## src/hw/rtl/phrg_pkg.sv

```systemverilog
// Constants, types and helpers for the pool hash random generator.
`timescale 1ns / 1ps
package phrg_pkg;

   localparam int unsigned POOL_WORDS_DEFAULT = 64;
   localparam int unsigned WORD_W             = 32;
   localparam int unsigned INDEX_W            = 6;
   localparam int unsigned INDEX_COUNT        = 2 ** INDEX_W;

   localparam logic [WORD_W-1:0] HASH_MUL = 32'h0100_0193;
   localparam logic [WORD_W-1:0] LCG_MULT = 32'h41C6_4E6D;
   localparam logic [WORD_W-1:0] LCG_INC  = 32'd12345;

   typedef enum logic [0:0] {
      OP_DRAW   = 1'b0,
      OP_RESEED = 1'b1
   } opcode_type;

   function automatic logic [WORD_W-1:0] swap_bytes(input logic [WORD_W-1:0] w);
      return {w[7:0], w[15:8], w[23:16], w[31:24]};
   endfunction

endpackage

```

## src/hw/rtl/pool_hash_random_generator_unit.sv

```systemverilog
// Pool hash random generator: seed, word pool in one memory, and draw sequencer.
`timescale 1ns / 1ps
// A reseed word returns nothing: it loads the seed, zeroes the index and marks every pool entry
// empty through per-entry flags, so no clearing pass is needed. A draw walks the pool in ST_HASH,
// lets the last read return in ST_DRAIN and offers its result from ST_FINISH: the pool memory
// has one read port, and the hash walks it one word per cycle, folding each word into the running
// hash with a constant multiply. The next word is taken once the result sits in the output
// register; a new draw result waits there until the consumer frees it.
module pool_hash_random_generator_unit
   import phrg_pkg::*;
#(
   parameter int unsigned POOL_WORDS = POOL_WORDS_DEFAULT
) (
   input  logic                clock,
   input  logic                reset,
   input  logic                req_valid,
   output logic                req_ready,
   input  logic                req_opcode,
   input  logic [WORD_W-1:0]   req_new_seed,
   output logic                rsp_valid,
   input  logic                rsp_ready,
   output logic [WORD_W-1:0]   rsp_random_word
);

   localparam int unsigned ADDR_W = $clog2(POOL_WORDS);
   localparam logic [ADDR_W-1:0] LAST_ADDR = ADDR_W'(POOL_WORDS - 1);

   typedef enum logic [1:0] {
      ST_IDLE,
      ST_HASH,
      ST_DRAIN,
      ST_FINISH
   } state_type;

   state_type               state_ff, state_in;
   logic [WORD_W-1:0]       seed_ff, seed_in;
   logic [WORD_W-1:0]       hash_ff, hash_in;
   logic [ADDR_W-1:0]       addr_ff, addr_in;
   logic [ADDR_W-1:0]       rd_tag_ff, rd_tag_in;
   logic                    rd_pend_ff, rd_pend_in;
   logic                    rd_ok_ff, rd_ok_in;
   logic [WORD_W-1:0]       rd_data_ff;
   logic [WORD_W-1:0]       slot_word_ff, slot_word_in;
   logic [INDEX_W-1:0]      index_ff, index_in;
   logic [POOL_WORDS-1:0]   valid_ff, valid_in;
   logic                    rsp_valid_ff, rsp_valid_in;
   logic [WORD_W-1:0]       rsp_word_ff, rsp_word_in;
   logic                    mem_we;

   logic [WORD_W-1:0]       pool_mem [POOL_WORDS];
   logic [ADDR_W-1:0]       slot_lut [INDEX_COUNT];

   logic [ADDR_W-1:0]       slot;
   logic [WORD_W-1:0]       hash_mul;
   logic [WORD_W-1:0]       seed_step;
   logic [WORD_W-1:0]       rd_word;
   logic [WORD_W-1:0]       sum;

   for (genvar i = 0; i < INDEX_COUNT; i++) begin : g_slot
      assign slot_lut[i] = ADDR_W'(i % POOL_WORDS);
   end

   assign slot      = slot_lut[index_ff];
   assign hash_mul  = 32'(hash_ff * HASH_MUL);
   assign seed_step = 32'(seed_ff * LCG_MULT + LCG_INC);
   assign rd_word   = rd_ok_ff ? rd_data_ff : '0;
   assign sum       = hash_ff ^ seed_ff;

   assign req_ready       = (state_ff == ST_IDLE);
   assign rsp_valid       = rsp_valid_ff;
   assign rsp_random_word = rsp_word_ff;

   always_comb begin
      state_in     = state_ff;
      seed_in      = seed_ff;
      hash_in      = hash_ff;
      addr_in      = addr_ff;
      rd_tag_in    = addr_ff;
      rd_pend_in   = 1'b0;
      rd_ok_in     = valid_ff[addr_ff];
      slot_word_in = slot_word_ff;
      index_in     = index_ff;
      valid_in     = valid_ff;
      rsp_valid_in = rsp_valid_ff && !rsp_ready;
      rsp_word_in  = rsp_word_ff;
      mem_we       = 1'b0;

      // fold the returning pool word into the hash
      if (rd_pend_ff) begin
         hash_in = hash_mul ^ swap_bytes(rd_word);
         if (rd_tag_ff == slot) begin
            slot_word_in = rd_word;
         end
      end

      case (state_ff)
         ST_IDLE: begin
            if (req_valid) begin
               if (req_opcode == OP_RESEED) begin
                  seed_in  = req_new_seed;
                  valid_in = '0;
                  index_in = '0;
               end else begin
                  hash_in  = seed_ff;
                  seed_in  = seed_step;
                  addr_in  = '0;
                  state_in = ST_HASH;
               end
            end
         end
         ST_HASH: begin
            rd_pend_in = 1'b1;
            if (addr_ff == LAST_ADDR) begin
               state_in = ST_DRAIN;
            end else begin
               addr_in = addr_ff + 1'b1;
            end
         end
         ST_DRAIN: begin
            state_in = ST_FINISH;
         end
         ST_FINISH: begin
            if (!rsp_valid_ff || rsp_ready) begin
               mem_we         = 1'b1;
               valid_in[slot] = 1'b1;
               index_in       = sum[INDEX_W-1:0];
               rsp_valid_in   = 1'b1;
               rsp_word_in    = sum;
               state_in       = ST_IDLE;
            end
         end
         default: begin
            state_in = ST_IDLE;
         end
      endcase
   end

   always_ff @(posedge clock) begin
      if (reset) begin
         state_ff     <= ST_IDLE;
         seed_ff      <= '0;
         index_ff     <= '0;
         valid_ff     <= '0;
         rd_pend_ff   <= 1'b0;
         rsp_valid_ff <= 1'b0;
      end else begin
         state_ff     <= state_in;
         seed_ff      <= seed_in;
         index_ff     <= index_in;
         valid_ff     <= valid_in;
         rd_pend_ff   <= rd_pend_in;
         rsp_valid_ff <= rsp_valid_in;
      end
      hash_ff      <= hash_in;
      addr_ff      <= addr_in;
      rd_tag_ff    <= rd_tag_in;
      rd_ok_ff     <= rd_ok_in;
      slot_word_ff <= slot_word_in;
      rsp_word_ff  <= rsp_word_in;
   end

   always_ff @(posedge clock) begin
      if (mem_we) begin
         pool_mem[slot] <= slot_word_ff ^ sum;
      end
      rd_data_ff <= pool_mem[addr_ff];
   end

endmodule

```

## config.mk

```make
export PLATFORM = sky130hd
export DESIGN_NAME = pool_hash_random_generator_unit
export DESIGN_NICKNAME = d
export VERILOG_FILES = /design/src/hw/rtl/phrg_pkg.sv /design/src/hw/rtl/pool_hash_random_generator_unit.sv
export SDC_FILE = /design/constraint.sdc
export NUM_CORES = 2
export LEC_CHECK = 0
export BUFFER_PORTS_ARGS = -buffer_cell sky130_fd_sc_hd__buf_2
export CORE_MARGIN = 4
export CORE_UTILIZATION = 56
export DETAILED_ROUTE_END_ITERATION = 8
export HOLD_SLACK_MARGIN = 0.12
export PLACE_DENSITY = 0.72
export REMOVE_ABC_BUFFERS = 1
export SETUP_SLACK_MARGIN = 0.1
export SLEW_MARGIN = 30
export SYNTH_ARGS = -nofsm -noshare
export SYNTH_HDL_FRONTEND = slang
export SYNTH_SLANG_ARGS = --single-unit
```

## constraint.sdc

```tcl
create_clock -name clock -period 8.4 [get_ports clock]
set_input_delay 0.42 -clock clock [delete_from_list [all_inputs] [get_ports clock]]
set_output_delay 0.42 -clock clock [all_outputs]
set_load 0.01 [all_outputs]
```

==> flow_summary.json <==
{
  "ys_types": 67,
  "place_inst": 7856,
  "final_cells": 8288,
  "layout.nets": 6432,
  "syn_avg_cell_area_um2": 18.6,
  "setup_viol": 0,
  "coreArea_um2": 181000,
  "r2r-end": "seed_ff[29]",
  "max_cap_viol_count": 0,
  "vias_per_cell": 6.27,
  "cts.path.max_buffers": 3,
  "cts-htree-levels": 4,
  "cpLargestDelayFamily": "adder cells",
  "overflow": 0,
  "rr_startpoint": "seed_ff[6]",
  "layout_commonest_cell": "edfxtp_1",
  "hpwl_um": 153000,
  "synthArstFlopShare_pct": 0,
  "required_ps": 9190,
  "clock_latency_ps": 870,
  "tightestPinTransition_ps": 1030,
  "place_ws_ps": 1220,
  "r2r_slack_ps": 1190,
  "cp-start-kind": "flip-flop",
  "area_delta_synth_final_pct": 11.7,
  "rsz0062_at_grt": "no",
  "fp-row-count": 156,
  "die_y_um": 435,
  "cp_max_fo": 10,
  "drcViolationCount": 0,
  "postRouteAntennaNets": 0,
  "synth-seq-area-share_pct": 65.6,
  "vias": 51941,
  "finalCriticalPeriod_ps": 7210,
  "dr.first_iter.drc_count": 5935,
  "clk_pin_slew_worst_paths_ps": 70,
  "gp_congestion": 0.938,
  "drive_above_1_share_pct": 22.5,
  "hold_path_depth": 3,
  "final_util_pct": 63.1,
  "pin_count": 71,
  "max_stage_delay_ps": 670,
  "slowest_stage": "dfxtp_1",
  "ys_ff_latch": 2295,
  "cts-root-buf": "clkbuf_16",
  "critPathArrivalTime_ps": 8010,
  "crit_chain": "ha_1, xor2_1, ha_1, a21oi_1, fa_1, fa_1, inv_1, fa_1, inv_1, fa_1, inv_1, fa_1, inv_1, fa_1, inv_1, ha_1, a21oi_1, o211ai_1, a211o_1, a221o_1, nor2_1, o21ai_0, mux2_2, a21oi_1",
  "reg2reg_depth": 24,
  "path_common_cell": "fa_1",
  "track_usage_pct": 26.9,
  "finalHoldViolCount": 0,
  "port_buffers": 70,
  "setup-tns-final_ps": 0,
  "start_util_pct": 56.5,
  "holdPathEnd": "seed_ff[23]",
  "cts_buffers": 217,
  "holdCritPathClass": "in2reg",
  "final_cell_mix": "2,118 x edfxtp_1, 693 x mux4_2, 619 x inv_1",
  "synth_cells": 5492,
  "critical_path_class": "reg2reg",
  "netlist_area_um2": 102000,
  "drv_slew": 0,
  "die_w_um": 435,
  "fin_crit_sh_pct": 85.9,
  "layout_setup_ws_ps": 1190,
  "yosysWarnings": 0,
  "status": "completed",
  "synth_edf_count": 2118,
  "wirelength_um": 251000,
  "die_area_um2": 190000,
  "cts.sinks": 2295,
  "cts_tree": "built",
  "cts_resized": 0,
  "wl_per_cell_um": 30.3,
  "max-slew-margin-rel_pct": 30.8,
  "synthFlopType": "edfxtp_1",
  "grt_max_degree": 138,
  "cp-end-kind": "flip-flop",
  "grt_pass1_wl_um": 372000,
  "first_pass_iters": 5,
  "fin_skew_ps": 34.2,
  "antenna_found_initial": 13,
  "fmax_mhz": 139,
  "grt_pass1_vias": 53483,
  "holdCritStartpoint": "req_new_seed[23]",
  "crit_buf_inv": 5
}
flip-flops by register name, indices dropped and copies added, names as in the netlist, 6 cells and up:
register	flops
addr_ff	6
hash_ff	32
index_ff	6
pool_mem	2048
rd_data_ff	32
rd_tag_ff	6
rsp_random_word	32
seed_ff	32
slot_word_ff	32
valid_ff	64
worst reg2reg max path, delay by kind of cell (launching register included):
kind,cells,cell delay (ps)
fa+ha+maj,9,3940
compound gates,7,1510
simple gates,1,180
xor+xnor,1,350
mux,1,280
buf+inv,5,250
flops,1,670
Yosys cell counts, drive strengths merged, types with 5 or more instances:
library cell	count	area, um2
a211oi	23	173
a21o	28	210
a21oi	140	701
a22oi	7	52.6
a311oi	12	105
a31oi	7	43.8
and2	37	231
and3	16	100
buf	94	464
clkbuf	124	465
dfxtp	177	3540
edfxtp	2118	63600
fa	262	5250
ha	397	4970
inv	620	2330
mux2i	13	130
mux4	693	15600
nand2	92	345
nand2b	6	37.5
nand3	26	130
nand3b	6	45.0
nand4	6	37.5
nor2	202	758
nor2b	6	37.5
nor3	19	95.1
nor3b	5	37.5
nor4	6	37.5
o211ai	15	113
o21a	5	37.5
o21ai	65	329
o21bai	7	52.6
o31a	6	52.6
or3	5	31.3
xnor2	112	981
xor2	86	753
layer usage:
metal  track usage [%]  wire length [um]  part of all wire (%)
met3              5.29             21700                   8.7
met4              7.62              6830                   2.7
met5                 0                23                0.0092
met1              37.8             98900                    39
met2              43.7            124000                    49
what timing repair did:
action,CTS,global route
buffers inserted,0,0
hold buffers,29,0
endpoints found under the hold margin,29,0
stage by stage:
stage	area (um2)	hold slack [ps]
after floorplan	101000	431
after global placement	107000	442
after detailed placement	107000	456
after CTS	114000	136
after global routing	114000	158
final	114000	168
cell families (layout without fill, tap and decap cells):
logic type               Yosys count  count (layout)  share of synthesized area, %
other                              0               4                             0
multiplexers                     708             708                          15.4
AO/OA/AOI/OAI                    346             346                          2.11
adder cells (fa/ha/maj)          659             659                          9.98
AND/OR/NAND/NOR                  448             448                          2.01
XOR/XNOR                         198             198                          1.69
buffers and inverters            838            1260                          3.18
flip-flops                      2295            2295                          65.6
layout make-up:
| class | instances | area, um2 |
|---|---|---|
| clock inverters | 104 | 956 |
| multi-input cells | 2359 | 33100 |
| clock buffers | 293 | 5880 |
| well taps | 2370 | 2970 |
| diodes | 4 | 10.0 |
| fillers | 12326 | 66800 |
| flip-flops and latches | 2295 | 67100 |
| repair buffers | 243 | 1900 |
| inverters | 620 | 2330 |
worst max-delay path by stage:
stage,startpoint,to,cells after the start
finish,seed_ff[6],seed_ff[29],24
global route,seed_ff[7],seed_ff[28],22
CTS,seed_ff[7],seed_ff[20],21
detailed placement,seed_ff[7],seed_ff[20],21
global placement,seed_ff[5],seed_ff[29],24
floorplan,addr_ff[0],addr_ff[4],4
Power is not shown: default switching activity piles up to over one toggle a cycle in this logic, so the estimate is an artifact.
